`config.mk`:
```
export PLATFORM = sky130hd
export DESIGN_NAME = scba_front
export DESIGN_NICKNAME = d
export VERILOG_FILES = /design/src/hw/rtl/scba_pkg.sv /design/src/hw/rtl/scba_front.sv
export SDC_FILE = /design/constraint.sdc
export NUM_CORES = 1
export LEC_CHECK = 0
export ABC_CLOCK_PERIOD_IN_PS = 3300
export BUFFER_PORTS_ARGS = -buffer_cell sky130_fd_sc_hd__buf_2
export CORE_MARGIN = 1
export CORE_UTILIZATION = 45
export DETAILED_ROUTE_END_ITERATION = 8
export PLACE_DENSITY = 0.7
export SLEW_MARGIN = 5
export SYNTH_ARGS = -nofsm -noshare
export SYNTH_HDL_FRONTEND = slang
export SYNTH_SLANG_ARGS = --single-unit
```
`constraint.sdc`:
```
create_clock -name clk_i -period 3.3 [get_ports clk_i]
set_input_delay 0.495 -clock clk_i [delete_from_list [all_inputs] [get_ports clk_i]]
set_output_delay 0.495 -clock clk_i [all_outputs]
set_load 0.02 [all_outputs]
```
`src/hw/rtl/scba_pkg.sv`:
```
// Package for the size-class block allocator: codes, types, widths and helpers.
// No dependencies.
package scba_pkg;

  localparam int unsigned NumClasses   = 4;
  localparam int unsigned MaxBlocks    = 4096;
  localparam int unsigned CmdW         = 2;
  localparam int unsigned ReqW         = 32;
  localparam int unsigned AddrW        = 35;
  localparam int unsigned StatusW      = 3;
  localparam int unsigned ClassW       = 2;
  localparam int unsigned RegW         = 13;
  localparam int unsigned CfgIdxW      = 2;

  typedef enum logic [CmdW-1:0] {
    CMD_ALLOC   = 2'd0,
    CMD_FREE    = 2'd1,
    CMD_REALLOC = 2'd2,
    CMD_NONE    = 2'd3
  } cmd_e;

  typedef enum logic [StatusW-1:0] {
    ST_OK          = 3'd0,
    ST_FULL        = 3'd1,
    ST_TOO_LARGE   = 3'd2,
    ST_NOT_IN_POOL = 3'd3,
    ST_KEPT        = 3'd4
  } status_e;

  typedef enum logic [1:0] {
    BK_IDLE,
    BK_READ,
    BK_PUSH
  } bk_state_e;

  // Request and response transfers.
  typedef struct packed {
    logic [CmdW-1:0]  cmd;
    logic [ReqW-1:0]  request_bytes;
    logic [AddrW-1:0] old_address;
  } alloc_req_t;

  typedef struct packed {
    logic [StatusW-1:0] status;
    logic [AddrW-1:0]   address;
    logic [ClassW-1:0]  size_class;
  } alloc_rsp_t;

  // Block size shift of each class.
  function automatic logic [4:0] cls_shift(input logic [ClassW-1:0] c);
    logic [4:0] s;
    unique case (c)
      2'd0:    s = 5'd10;
      2'd1:    s = 5'd14;
      2'd2:    s = 5'd18;
      default: s = 5'd22;
    endcase
    return s;
  endfunction

endpackage

```
`src/hw/rtl/scba_front.sv`:
```
// Front end: registers the request, classifies it by size and by address range.
// Depends on scba_pkg.
module scba_front import scba_pkg::*; #(
  parameter int unsigned CapW = 13
) (
  input  logic                  clk_i,
  input  logic                  rst_ni,
  input  logic                  in_valid_i,
  output logic                  in_ready_o,
  input  logic [CmdW-1:0]       cmd_i,
  input  logic [ReqW-1:0]       req_i,
  input  logic [AddrW-1:0]      old_i,
  input  logic [CapW-1:0]       cap_i [NumClasses],
  input  logic [AddrW-1:0]      base_i [NumClasses],
  output logic                  q_valid_o,
  input  logic                  q_ready_i,
  output logic [CmdW-1:0]       q_cmd_o,
  output logic [2:0]            q_rc_o,   // [2] set: too large
  output logic [2:0]            q_oc_o,   // [2] set: in no pool
  output logic [AddrW-1:0]      q_old_o
);
  // Stage 0 holds the raw item; the classified item then goes to q.
  logic                 s0_valid_q;
  logic [CmdW-1:0]      s0_cmd_q;
  logic [ReqW-1:0]      s0_req_q;
  logic [AddrW-1:0]     s0_old_q;
  logic [2:0]           rc_d, oc_d;
  logic                 q_valid_q;
  logic [CmdW-1:0]      q_cmd_q;
  logic [2:0]           q_rc_q, q_oc_q;
  logic [AddrW-1:0]     q_old_q;
  logic                 s0_adv;

  assign s0_adv     = s0_valid_q && (!q_valid_q || q_ready_i);
  assign in_ready_o = !s0_valid_q || s0_adv;

  always_comb begin
    logic [AddrW:0] lim;
    rc_d = 3'd4;
    for (int c = NumClasses - 1; c >= 0; c--) begin
      if ({1'b0, s0_req_q} <= (33'd1 << cls_shift(ClassW'(c)))) begin
        rc_d = 3'(c);
      end
    end
    oc_d = 3'd4;
    for (int c = NumClasses - 1; c >= 0; c--) begin
      lim = {1'b0, base_i[c]} + ((AddrW+1)'(cap_i[c]) << cls_shift(ClassW'(c)));
      if (s0_old_q >= base_i[c] && {1'b0, s0_old_q} < lim) begin
        oc_d = 3'(c);
      end
    end
  end

  always_ff @(posedge clk_i or negedge rst_ni) begin
    if (!rst_ni) begin
      s0_valid_q <= 1'b0;
      q_valid_q  <= 1'b0;
    end else begin
      if (in_ready_o) s0_valid_q <= in_valid_i;
      if (s0_adv) q_valid_q <= 1'b1;
      else if (q_ready_i) q_valid_q <= 1'b0;
    end
  end

  always_ff @(posedge clk_i) begin
    if (in_ready_o && in_valid_i) begin
      s0_cmd_q <= cmd_i;
      s0_req_q <= req_i;
      s0_old_q <= old_i;
    end
    if (s0_adv) begin
      q_cmd_q <= s0_cmd_q;
      q_rc_q  <= rc_d;
      q_oc_q  <= oc_d;
      q_old_q <= s0_old_q;
    end
  end

  assign q_valid_o = q_valid_q;
  assign q_cmd_o   = q_cmd_q;
  assign q_rc_o    = q_rc_q;
  assign q_oc_o    = q_oc_q;
  assign q_old_o   = q_old_q;
endmodule

```
==> results by group, run 1 <==
STA
  • Setup repair after global routing missed its margin: true
  • Clock Skews: 12.6 ps
  • Pins Over Slew Limit: 0
  • Slew of the pin with the lowest slew margin: 1010 ps
  • Worst rel slew slack: 32.9%
  • Minimum hold slack: 233 ps
  • Post-layout minimum cycle time: 3840 ps
  • Final-report setup violation count: 3
  • Period Utilization, post-route: 116%
  • Fin worst setup slack: -538 ps
  • Number of failing hold endpoints at the final stage: 0
  • Achievable frequency: 261 MHz

Yosys
  • Most used DFF post-synth: edfxtp_1
  • Area of the mapped netlist: 11700 sq um
  • Net count after synthesis: 1765
  • Number of enable flip-flop cells after synthesis: 112
  • Cell type with the highest aggregate area in the netlist: edfxtp_1
  • Fraction of post-synthesis cell area in the top cell type by area: 28.7%
  • Mean Syn Cell Area: 9.55 sq um
  • Post-Synth Adder-Cell Area: 29.3%
  • Mux cell area share after synthesis: 0%
  • Cells after Synth: 1228
  • Synthesized-area fraction occupied by ao, oa, aoi and oai cells: 18.9%
  • Flops & latches, synth: 114
  • Share of synthesized area occupied by flip-flops and latches: 29.1%
  • Largest cells by area after synthesis: edfxtp_1 (29%), ha_1 (29%), inv_1 (5.2%)
  • Combinational family with the most area after synthesis: adder cells
  • Post-synthesis async set-or-reset flop share: 1.75%
  • Number of different library cells in the post-synthesis netlist: 69
  • Basic-gate share of the synthesized area counting and, or, nand and nor cells: 12.9%
  • Xor/xnor cell area share of the yosys netlist: 4.56%
  • Number of synthesis warnings: 0

Power
  • Overall power: 5.87 mW
  • Clock power share: 32.6%
  • Logic pwr share: 36.3%
  • Switch Pwr: 2.05 mW
  • Leakage power: 7.92 nW
  • Internal power summed over all cells: 3.82 mW
  • Sequential share of power: 31.1%
  • Switch share: 35.0%
  • Power density of the placed cells: 367 nW/um^2
  • Max IR drop VDD: 329 uV

Drt
  • Wirelength per Cell: 17.7 um
  • Number of vias per cell after detailed routing: 5.45
  • Iteration-0 DRC Markers: 703
  • WL final: 36.8 mm
  • DRC viols: 0
  • Number of vias after detailed routing: 11400
  • First-pass iteration count of the detailed router: 5
  • Post-route antenna net violation count: 0

Critical path
  • Cells along the critical path: buf_2, ha_4, inv_2, fa_2, nor2b_1, o21a_1, o21ai_2, a21oi_2, o2111a_1, o41ai_4, buf_6, a211oi_2, xnor2_1, ha_1, nand4_1, or4_4, o211ai_1, o221ai_1, o221a_2, o21ba_1
  • Dominant delay contributor by cell family on the critical path: compound AO/OA/AOI/OAI gates
  • Crit Path Category: in2reg
  • Highest cell delay on the worst timing path: 430 ps
  • Beginning of the worst register-to-register path: s0_old_q[15]$_DFFE_PP_
  • Worst Path Arrival: 4030 ps
  • Worst setup slack for register-to-register paths: 400 ps
  • Number of cells on the worst reg-to-reg path: 9
  • Highest net fanout along the worst path: 5
  • Number of buffers and inverters on the critical path: 3
  • Data required time at the worst endpoint: 3490 ps
  • Cell at the slowest stage of the critical path: or4_4
  • Kind of start point of the critical path: primary input
  • Setup crit end kind: register
  • Terminus of the critical flop-to-flop path: q_oc_o[2]$_SDFFCE_PP0P_
  • Levels on crit path: 20

Run
  • Max Cap Viol: 0

CTS
  • Clock root cell: clkbuf_16
  • Number of sinks on the clock net: 114
  • CTS Buf Count: 17
  • CTS H-tree lvls: 4
  • CTS tree: yes
  • Clock insertion delay at the later pin of the skew report: 430 ps
  • Clock tree buffer depth: 2
  • Clock-pin slew reported for the worst setup and hold paths after clock tree synthesis: 70 ps

Place
  • GP Congestion: 0.968
  • Half-perimeter wire length of the detailed placement result: 29.5 mm
  • Worst setup slack after placement: -1110 ps
  • Quantity of I/O buffers inserted on ports: 309
  • Post-DP Area: 15000 sq um

Min path
  • Worst min-delay path startpoint: req_i[16]
  • Destination of the worst hold path: s0_req_q[16]$_DFFE_PP_
  • Cell depth of the worst hold path: 1
  • Worst min path class: in2reg

Global routing
  • Wire length of the first global-routing pass: 56.3 mm
  • Global-route total usage across every layer: 27.6%
  • Antenna violations before repair: 8
  • Number of global-route vias before repair: 11200
  • Global-route congestion overflow total: 0
  • Pin count of the biggest net entering global routing: 70

Cells and area
  • # nets final: 2271
  • Growth of design area from synthesis to finish: 36.5%
  • Fill cells: 2134
  • Final non-filler cell area: 16000 sq um
  • Share of post-route cells with drive strength above 1: 33.7%

Run status
  • Outcome: finished, violations left
  • Violations in the final reports: setup timing

Floorplanning
  • Die Wd: 163 um
  • Placeable core region: 25400 sq um
  • Boundary Pins: 310
  • Die Y-Extent: 163 um
  • FP Rows: 58
  • Die outline area: 26700 sq um
  • Starting utilization of the core area: 46.2%
synthesized netlist by cell type, types with 15 or more instances:
| library cell | n |
|---|---|
| o21ai_0 | 56 |
| nand4_1 | 34 |
| a21oi_1 | 99 |
| xnor2_1 | 36 |
| o211ai_1 | 15 |
| o21a_1 | 17 |
| nor2b_1 | 18 |
| xor2_1 | 25 |
| nand2b_1 | 20 |
| a211oi_1 | 22 |
| a21o_1 | 36 |
| inv_1 | 163 |
| nand2_1 | 51 |
| nor3_1 | 17 |
| nand3_1 | 38 |
| edfxtp_1 | 112 |
| ha_1 | 268 |
| nor2_1 | 59 |
registers in the layout, indices dropped and copies added (netlist names):
name and count:
s0_req_q 32, q_rc_o 3, q_valid_o 1, s0_old_q 35, s0_valid_q 1, s0_cmd_q 2, q_cmd_o 2, q_oc_o 3
q_old_o 35
logic make-up (layout without fill, tap and decap cells):
| family | after synthesis | in the layout |
|---|---|---|
| compound gates | 326 | 326 |
| simple gates | 290 | 290 |
| fa+ha+maj | 272 | 272 |
| buf+inv | 165 | 684 |
| flops | 114 | 114 |
| xor+xnor | 61 | 61 |
| other cells | 0 | 6 |
per-layer routing:
metal  part of all wire (%)  track usage [%]  vias up
met5                  0.054                0        -
met4                    3.7             12.1        4
met3                    6.1             5.05       86
met2                     48             47.7      402
met1                     42             33.3     5235
li1                       -                -     5629
worst max path at each step:
stage,from,end
2_1_floorplan,cap_i[26],q_oc_o[0]$_SDFFCE_PP0P_
4_1_cts,base_i[115],q_oc_o[0]$_SDFFCE_PP0P_
5_1_grt,base_i[115],q_oc_o[0]$_SDFFCE_PP0P_
6_report,base_i[84],q_oc_o[0]$_SDFFCE_PP0P_
3_5_place_dp,base_i[84],q_oc_o[0]$_SDFFCE_PP0P_
3_3_place_gp,base_i[84],q_oc_o[0]$_SDFFCE_PP0P_
final cells by class:
| type | count | area (sq um) | share of cell area [%] |
|---|---|---|---|
| Timing Repair Buffer | 487 | 2930 | 18.3 |
| Clock buffer | 17 | 425 | 2.66 |
| Antenna cell | 6 | 15.0 | 0.0938 |
| Multi-Input combinational cell | 949 | 8040 | 50.2 |
| Sequential cell | 114 | 3410 | 21.3 |
| Inverter | 165 | 619 | 3.87 |
| Clock inverter | 15 | 159 | 0.993 |
| Tap cell | 330 | 413 | 2.58 |
metrics by stage:
stage / cells / setup TNS [ps] / util (%)
final: 2083 / -1520 / 63.0
after global routing: 2082 / -2120 / 63.0
after CTS: 2074 / -1460 / 62.3
after detailed placement: 2032 / -3210 / 59.0
after global placement: 2032 / -2840 / 59.0
after floorplan: 1228 / -1600 / -
layout by cell type, fill, tap and decap left out, types with 5 or more instances in the layout:
| cell type | count |
|---|---|
| o21ai_1 | 10 |
| a21oi_1 | 93 |
| a21o_1 | 36 |
| a211o_1 | 6 |
| inv_6 | 7 |
| and3_1 | 10 |
| nor3_1 | 16 |
| nand2b_1 | 19 |
| buf_4 | 175 |
| nor4_1 | 8 |
| o21ai_0 | 49 |
| o21a_1 | 17 |
| a211oi_2 | 5 |
| o21ai_2 | 5 |
| o22ai_1 | 5 |
| or3_1 | 10 |
| xnor2_1 | 36 |
| inv_2 | 5 |
| and4_1 | 6 |
| nand4_1 | 34 |
| edfxtp_1 | 112 |
| nor2b_1 | 17 |
| nand3_1 | 37 |
| buf_2 | 305 |
| o21bai_1 | 5 |
| ha_1 | 259 |
| a21oi_2 | 6 |
| xor2_1 | 25 |
| ha_4 | 6 |
| clkbuf_16 | 17 |
| a211oi_1 | 17 |
| nand2_1 | 51 |
| o211ai_1 | 15 |
| nor2_1 | 56 |
| inv_1 | 160 |
| diode_2 | 6 |
timing repair:
| action | 4_1_cts | 5_1_grt |
|---|---|---|
| endpoints found under the hold margin | 2 | 0 |
| setup endpoints to repair | 3 | 3 |
| hold buffers | 1 | 0 |
| gates resized for setup | 31 | 33 |
| pin swaps | 39 | 46 |
| buffers inserted | 9 | 4 |
power groups by stage:
stage / clock network [mW] / logic (mW) / registers (mW)
after floorplan: 0 / 1.16 / 1.86
after detailed placement: 0 / 1.98 / 1.86
after global routing: 2.00 / 2.37 / 1.83
final: 1.92 / 2.13 / 1.83
after CTS: 1.95 / 2.06 / 1.83
after global placement: 0 / 1.93 / 1.85
worst reg2reg max path: stages, from the launching register on:
cell and delay (ps):
edfxtp_1 600, ha_1 380, and3_1 190, nand3_1 140, or3_1 390, o2111ai_1 330, nand3_1 120, a32o_2 280
a21boi_4 170, nor3b_2 170
Note: power is estimated with default switching activity, not from simulation.
==> inputs of run 2 (changes only) <==
--- a/config.mk
+++ b/config.mk
@@ -5,7 +5,7 @@
 export SDC_FILE = /design/constraint.sdc
 export NUM_CORES = 1
 export LEC_CHECK = 0
-export ABC_CLOCK_PERIOD_IN_PS = 3300
+export ABC_CLOCK_PERIOD_IN_PS = 4400
 export BUFFER_PORTS_ARGS = -buffer_cell sky130_fd_sc_hd__buf_2
 export CORE_MARGIN = 1
 export CORE_UTILIZATION = 45
==> constraint.sdc (replaced) <==
create_clock -name clk_i -period 4.4 [get_ports clk_i]
set_input_delay 0.66 -clock clk_i [delete_from_list [all_inputs] [get_ports clk_i]]
set_output_delay 0.66 -clock clk_i [all_outputs]
set_load 0.005 [all_outputs]
==> run 2 against run 1 <==
The run now ends clean; worst setup slack improved by 740 ps; flip-flop and latch count stayed put; critical endpoint unchanged; utilization down 5.2 points; sequential share of layout area up 1.9 points; non-clock buffer count decreased by 131; first-iteration DRC count down 17%; power is 31% lower; highest routed layer unchanged; critical path depth down 1; clock power down 31%; combinational power fell by 37%; hold slack improved by 170 ps; via count shrank 5.5%.
==> results by group, run 2 (synthesis results as in run 1) <==
Critical path
  • Highest cell delay on the worst timing path: 580 ps
  • Kind of start point of the critical path: primary input
  • Number of buffers and inverters on the critical path: 2
  • Worst setup slack for register-to-register paths: 1410 ps
  • Cell seen most often among critical-path stages: ha_1
  • Data required time at the worst endpoint: 4580 ps
  • Worst Path Arrival: 4370 ps
  • Setup crit end kind: register
  • Number of cells on the worst reg-to-reg path: 9
  • Cells along the critical path: buf_2, ha_1, inv_1, fa_1, nor2b_1, o21a_1, o21ai_2, a21oi_2, o2111a_1, o41ai_4, a211oi_2, xnor2_1, ha_1, nand4_1, or4_1, o211ai_1, o221ai_1, o221a_2, o21ba_1
  • Dominant delay contributor by cell family on the critical path: compound AO/OA/AOI/OAI gates
  • Beginning of the worst register-to-register path: s0_old_q[4]$_DFFE_PP_
  • Crit Path Category: in2reg
  • Terminus of the critical flop-to-flop path: q_oc_o[2]$_SDFFCE_PP0P_
  • Highest net fanout along the worst path: 4
  • Cell at the slowest stage of the critical path: or4_1

STA
  • Sum Neg Setup Slack: 0 ps
  • Final-report setup violation count: 0
  • Number of failing hold endpoints at the final stage: 0
  • Post-layout minimum cycle time: 4200 ps
  • Pins Over Slew Limit: 0
  • Slew of the pin with the lowest slew margin: 1140 ps
  • Period Utilization, post-route: 95.4%
  • Achievable frequency: 238 MHz
  • Clock Skews: 17.3 ps
  • Fin worst setup slack: 201 ps
  • Worst rel slew slack: 23.7%

Power
  • Switch share: 34.6%
  • Switch Pwr: 1.40 mW
  • Logic pwr share: 33.4%
  • Max IR drop VDD: 206 uV
  • Sequential share of power: 34.0%
  • Internal power summed over all cells: 2.65 mW
  • Power density of the placed cells: 275 nW/um^2
  • Overall power: 4.05 mW
  • Leakage power: 7.20 nW
  • Clock power share: 32.5%

CTS
  • CTS tree: yes
  • Clock-pin slew reported for the worst setup and hold paths after clock tree synthesis: 70 ps
  • CTS Buf Count: 17
  • Clock tree buffer depth: 2
  • CTS H-tree lvls: 4
  • Clock insertion delay at the later pin of the skew report: 430 ps
  • Clock root cell: clkbuf_16
  • Number of sinks on the clock net: 114

Drt
  • Iteration-0 DRC Markers: 582
  • Wirelength per Cell: 18.1 um
  • DRC viols: 0
  • WL final: 35.3 mm
  • First-pass iteration count of the detailed router: 5
  • Number of vias per cell after detailed routing: 5.49
  • Post-route antenna net violation count: 0
  • Number of vias after detailed routing: 10700

Run status
  • Outcome: complete, no violations

Min path
  • Cell depth of the worst hold path: 1
  • Worst min path class: in2reg
  • Worst min-delay path startpoint: old_i[14]
  • Destination of the worst hold path: s0_old_q[14]$_DFFE_PP_

Cells and area
  • # nets final: 2140
  • Area of all sequential standard cells: 3410 sq um
  • Share of post-route cells with drive strength above 1: 26.0%
  • Fill cells: 2292
  • Most common cell after layout, fill and taps aside: buf_2
  • Growth of design area from synthesis to finish: 25.3%
  • Commonest cells after routing, fill and taps aside: buf_2 (309), ha_1 (268), inv_1 (163)
  • Multi-input gate area: 7790 sq um

Floorplanning
  • Die outline area: 26700 sq um
  • Starting utilization of the core area: 46.2%
  • FP Rows: 58
  • Boundary Pins: 310
  • Die Y-Extent: 163 um
  • Placeable core region: 25400 sq um
  • Die Wd: 163 um

Global routing
  • Global-route total usage across every layer: 26.4%
  • Pin count of the biggest net entering global routing: 70
  • Number of global-route vias before repair: 10500
  • Antenna violations before repair: 10
  • Global-route congestion overflow total: 0
  • Wire length of the first global-routing pass: 53.6 mm

Run
  • Max Cap Viol: 0

Place
  • Quantity of I/O buffers inserted on ports: 309
  • Half-perimeter wire length of the detailed placement result: 28.0 mm
  • GP Congestion: 0.900
  • Worst setup slack after placement: -389 ps
-- run 2: worst max path at each step --
stage           startpoint                      end  cells after the start
3_3_place_gp     cap_i[26]  q_oc_o[0]$_SDFFCE_PP0P_                     19
4_1_cts        base_i[115]  q_oc_o[0]$_SDFFCE_PP0P_                     21
5_1_grt          cap_i[26]  q_oc_o[0]$_SDFFCE_PP0P_                     19
6_report         cap_i[26]  q_oc_o[0]$_SDFFCE_PP0P_                     19
3_5_place_dp   base_i[115]  q_oc_o[0]$_SDFFCE_PP0P_                     21
2_1_floorplan    cap_i[26]  q_oc_o[0]$_SDFFCE_PP0P_                     18
-- run 2: power groups by stage --
stage	Clock, mW	Combinational, mW	Sequential [mW]
2_1_floorplan	0	0.856	1.36
3_3_place_gp	0	1.27	1.40
3_5_place_dp	0	1.31	1.40
4_1_cts	1.34	1.32	1.38
5_1_grt	1.37	1.52	1.38
6_report	1.32	1.35	1.38
-- run 2: repair_timing --
item | in CTS | in global routing
hold buffers | 1 | 0
buffers inserted | 0 | 2
setup endpoints to repair | 0 | 3
hold endpoints to repair | 2 | 0
resized for setup | 0 | 22
-- run 2: final cells by class --
cell class | instances | area share (%)
Antenna cell | 9 | 0.153
Clock buffer | 18 | 2.92
Clock inverter | 14 | 0.715
Inverter | 165 | 4.21
Multi-Input combinational cell | 949 | 53.0
Sequential cell | 114 | 23.2
Tap cell | 330 | 2.81
Timing Repair Buffer | 356 | 12.9
-- run 2: routing by layer --
metal,track usage [%],up-vias,share of wire (%)
met5,0,-,0.076
met4,8.33,4,2.5
met3,5.05,69,6.3
met2,45.4,337,48
met1,33.0,4948,43
li1,-,5371,-
-- run 2: stage by stage --
step                instances  instance area (sq um)  utilization (%)  hold slack [ps]
floorplan                1228                  11700                -              364
global placement         1911                  14000             55.2              402
detailed placement       1911                  14000             55.2              412
CTS                      1944                  14600             57.3              388
global route             1952                  14700             57.8              390
finish                   1955                  14700             57.9              401
==> inputs of run 3 (changes only) <==
--- a/config.mk
+++ b/config.mk
@@ -5,12 +5,13 @@
 export SDC_FILE = /design/constraint.sdc
 export NUM_CORES = 1
 export LEC_CHECK = 0
+export ABC_AREA = 1
 export ABC_CLOCK_PERIOD_IN_PS = 4400
 export BUFFER_PORTS_ARGS = -buffer_cell sky130_fd_sc_hd__buf_2
 export CORE_MARGIN = 1
 export CORE_UTILIZATION = 45
 export DETAILED_ROUTE_END_ITERATION = 8
-export PLACE_DENSITY = 0.7
+export PLACE_DENSITY = 0.69
 export SLEW_MARGIN = 5
 export SYNTH_ARGS = -nofsm -noshare
 export SYNTH_HDL_FRONTEND = slang
==> run 3 against run 2 <==
Critical endpoint is now q_oc_o[1]$_SDFFCE_PP0P_; area after synthesis rose by 9.4%; sequential power increased by 4%; clock skew is 4.3 ps higher; die area increased by 9.2%; via count increased by 16%.
==> results by group, run 3 <==
CTS
  • CTS Buf Count: 17
  • Clock-pin slew reported for the worst setup and hold paths after clock tree synthesis: 80 ps
  • Clock root cell: clkbuf_16
  • Number of sinks on the clock net: 114
  • CTS tree: yes
  • Clock tree buffer depth: 2
  • Number of cells upsized or downsized after cts: 0
  • Cts hold-fix bufs: 1
  • Setup Buffers After CTS: 0
  • Clock insertion delay at the later pin of the skew report: 450 ps
  • CTS H-tree lvls: 4

Critical path
  • Number of buffers and inverters on the critical path: 3
  • Kind of start point of the critical path: primary input
  • Highest cell delay on the worst timing path: 390 ps
  • Dominant delay contributor by cell family on the critical path: simple AND/OR/NAND/NOR gates
  • Number of cells on the worst reg-to-reg path: 12
  • Beginning of the worst register-to-register path: s0_old_q[34]$_DFFE_PP_
  • Worst setup slack for register-to-register paths: 1820 ps
  • Terminus of the critical flop-to-flop path: q_oc_o[1]$_SDFFCE_PP0P_
  • Worst Path Arrival: 3680 ps
  • Cell at the slowest stage of the critical path: fa_1
  • Levels on crit path: 28
  • Cell seen most often among critical-path stages: nand2_1
  • Data required time at the worst endpoint: 4590 ps
  • Highest net fanout along the worst path: 3
  • Setup crit end kind: register
  • Crit Path Category: in2reg

Power
  • Max IR drop VDD: 270 uV
  • Leakage power: 8.23 nW
  • Power density of the placed cells: 281 nW/um^2

Cells and area
  • # nets final: 2539
  • Utilization after layout: 55.5%
  • Growth of design area from synthesis to finish: 20.9%
  • Share of post-route cells with drive strength above 1: 18.2%
  • Cell Count, Final, Fillers Out: 2400
  • Commonest cells after routing, fill and taps aside: nand2_1 (384), buf_2 (309), inv_1 (282)
  • Most common cell after layout, fill and taps aside: nand2_1

Global routing
  • Number of global-route vias before repair: 12000
  • Global-route congestion overflow total: 0
  • Pin count of the biggest net entering global routing: 33
  • Global-route total usage across every layer: 27.6%
  • Antenna violations before repair: 10
  • Wire length of the first global-routing pass: 60.8 mm

Yosys
  • Basic-gate share of the synthesized area counting and, or, nand and nor cells: 21.7%
  • Fraction of post-synthesis cell area in the top cell type by area: 26.2%
  • Synth cell count leaders: nand2_1 (384), inv_1 (283), ha_1 (268)
  • Mean Syn Cell Area: 7.68 sq um
  • Mux cell area share after synthesis: 0%
  • Number of enable flip-flop cells after synthesis: 112
  • Combinational family with the most area after synthesis: adder cells
  • Flops & latches, synth: 114
  • Number of different library cells in the post-synthesis netlist: 41
  • Net count after synthesis: 2207
  • Number of synthesis warnings: 0
  • Largest cells by area after synthesis: edfxtp_1 (26%), ha_1 (26%), nand2_1 (11%)
  • Share of synthesized area occupied by flip-flops and latches: 26.6%
  • Post-synthesis async set-or-reset flop share: 1.75%
  • Xor/xnor cell area share of the yosys netlist: 4.37%
  • Synthesized-area fraction occupied by ao, oa, aoi and oai cells: 12.2%
  • Most used DFF post-synth: edfxtp_1
  • Cell type with the highest aggregate area in the netlist: edfxtp_1
  • Top-count cell post-synth: nand2_1
  • Post-Synth Adder-Cell Area: 26.8%
  • Area of the mapped netlist: 12800 sq um
  • Cells after Synth: 1670

Drt
  • DRC viols: 0
  • Iteration-0 DRC Markers: 796
  • Post-route antenna net violation count: 0
  • Number of vias per cell after detailed routing: 5.17
  • WL final: 39.5 mm
  • First-pass iteration count of the detailed router: 8
  • Number of vias after detailed routing: 12400
  • Wirelength per Cell: 16.5 um

Min path
  • Cell depth of the worst hold path: 1
  • Worst min-delay path startpoint: old_i[15]
  • Destination of the worst hold path: s0_old_q[15]$_DFFE_PP_
  • Worst min path class: in2reg

Run status
  • Outcome: complete, no violations

STA
  • Sum Neg Setup Slack: 0 ps
  • Pins Over Slew Limit: 0
  • Clock Skews: 21.6 ps
  • Final-report setup violation count: 0
  • Post-layout minimum cycle time: 3490 ps
  • Period Utilization, post-route: 79.4%
  • Slew of the pin with the lowest slew margin: 997 ps
  • Fin worst setup slack: 907 ps
  • Achievable frequency: 286 MHz
  • Worst rel slew slack: 33.4%
  • Number of failing hold endpoints at the final stage: 0
  • Setup repair after global routing missed its margin: false
  • Minimum hold slack: 394 ps

Run
  • Max Cap Viol: 0

Floorplanning
  • Starting utilization of the core area: 45.9%
  • Die Y-Extent: 171 um
  • Boundary Pins: 310
  • Die Wd: 171 um
  • FP Rows: 61
  • Die outline area: 29200 sq um
  • Placeable core region: 27900 sq um

Place
  • Cell count after placement: 2360
  • GP Congestion: 0.960
  • Worst setup slack after placement: 469 ps
  • Quantity of I/O buffers inserted on ports: 309
  • Half-perimeter wire length of the detailed placement result: 32.2 mm
run 3: cell count changes in the layout (fill, tap and decap cells not counted), moves of 15 or more:
| cell | change |
|---|---|
| inv_1 | +119 |
| xnor2_1 | -15 |
| a21o_1 | -20 |
| a211oi_1 | -18 |
| nor2b_1 | -15 |
| nand4_1 | +18 |
| nand2b_1 | -20 |
| a21oi_1 | +65 |
| nand2_1 | +333 |
| nor2_1 | +72 |
| buf_4 | -43 |
| xor2_1 | +18 |
run 3: worst max-delay path by stage:
stage	from	endpoint	slack, ps
after floorplan	cap_i[13]	q_oc_o[1]$_SDFFCE_PP0P_	940
after global placement	base_i[53]	q_oc_o[1]$_SDFFCE_PP0P_	600
after global routing	base_i[53]	q_oc_o[1]$_SDFFCE_PP0P_	580
final	base_i[53]	q_oc_o[1]$_SDFFCE_PP0P_	910
after CTS	base_i[53]	q_oc_o[1]$_SDFFCE_PP0P_	930
after detailed placement	base_i[53]	q_oc_o[1]$_SDFFCE_PP0P_	470
run 3: layout make-up:
class | instances | area (sq um)
multi-input cells | 1273 | 8360
clock buffers | 18 | 429
repair buffers | 313 | 1580
diodes | 8 | 20.0
clock inverters | 13 | 161
inverters | 283 | 1060
flip-flops and latches | 114 | 3410
well taps | 378 | 473
fillers | 2675 | 12400
run 3: cells by family (layout without fill, tap and decap cells):
family	Yosys count	count (layout)
other	0	8
adders and majority gates	272	272
and+or+nand+nor	659	659
xor gates and xnor gates	64	64
buffers and inverters	283	627
DFF	114	114
AOI/OAI and AO/OA	278	278
run 3: worst register-to-register path, stage by stage (launching register included):
cell and delay [ps]:
edfxtp_1 650, ha_1 420, nand2_1 90, nor2_1 150, nand2_1 100, nor2_1 200
nand4_1 170, nand4_1 200, nand2_1 90, inv_1 60, nand2_1 50, nand2_1 100
nor2_1 60
run 3: stage by stage:
step	total power, mW	instance area, sq um
4_1_cts	4.37	15500
6_report	4.36	15500
2_1_floorplan	2.40	12800
3_3_place_gp	2.88	14900
5_1_grt	4.64	15500
3_5_place_dp	2.91	14900
run 3: layer usage:
metal	share of wire, %	track usage, %
met3	6.9	5.55
met5	0.081	0
met4	3.0	10.7
met1	45	35.1
met2	45	45.7
run 3: power breakdown:
group / switching [mW] / total (mW) / internal, mW / leakage [nW]
Combinational: 0.865 / 1.49 / 0.620 / 6.85
Sequential: 0.113 / 1.43 / 1.31 / 1.10
Clock: 0.560 / 1.45 / 0.887 / 0.282
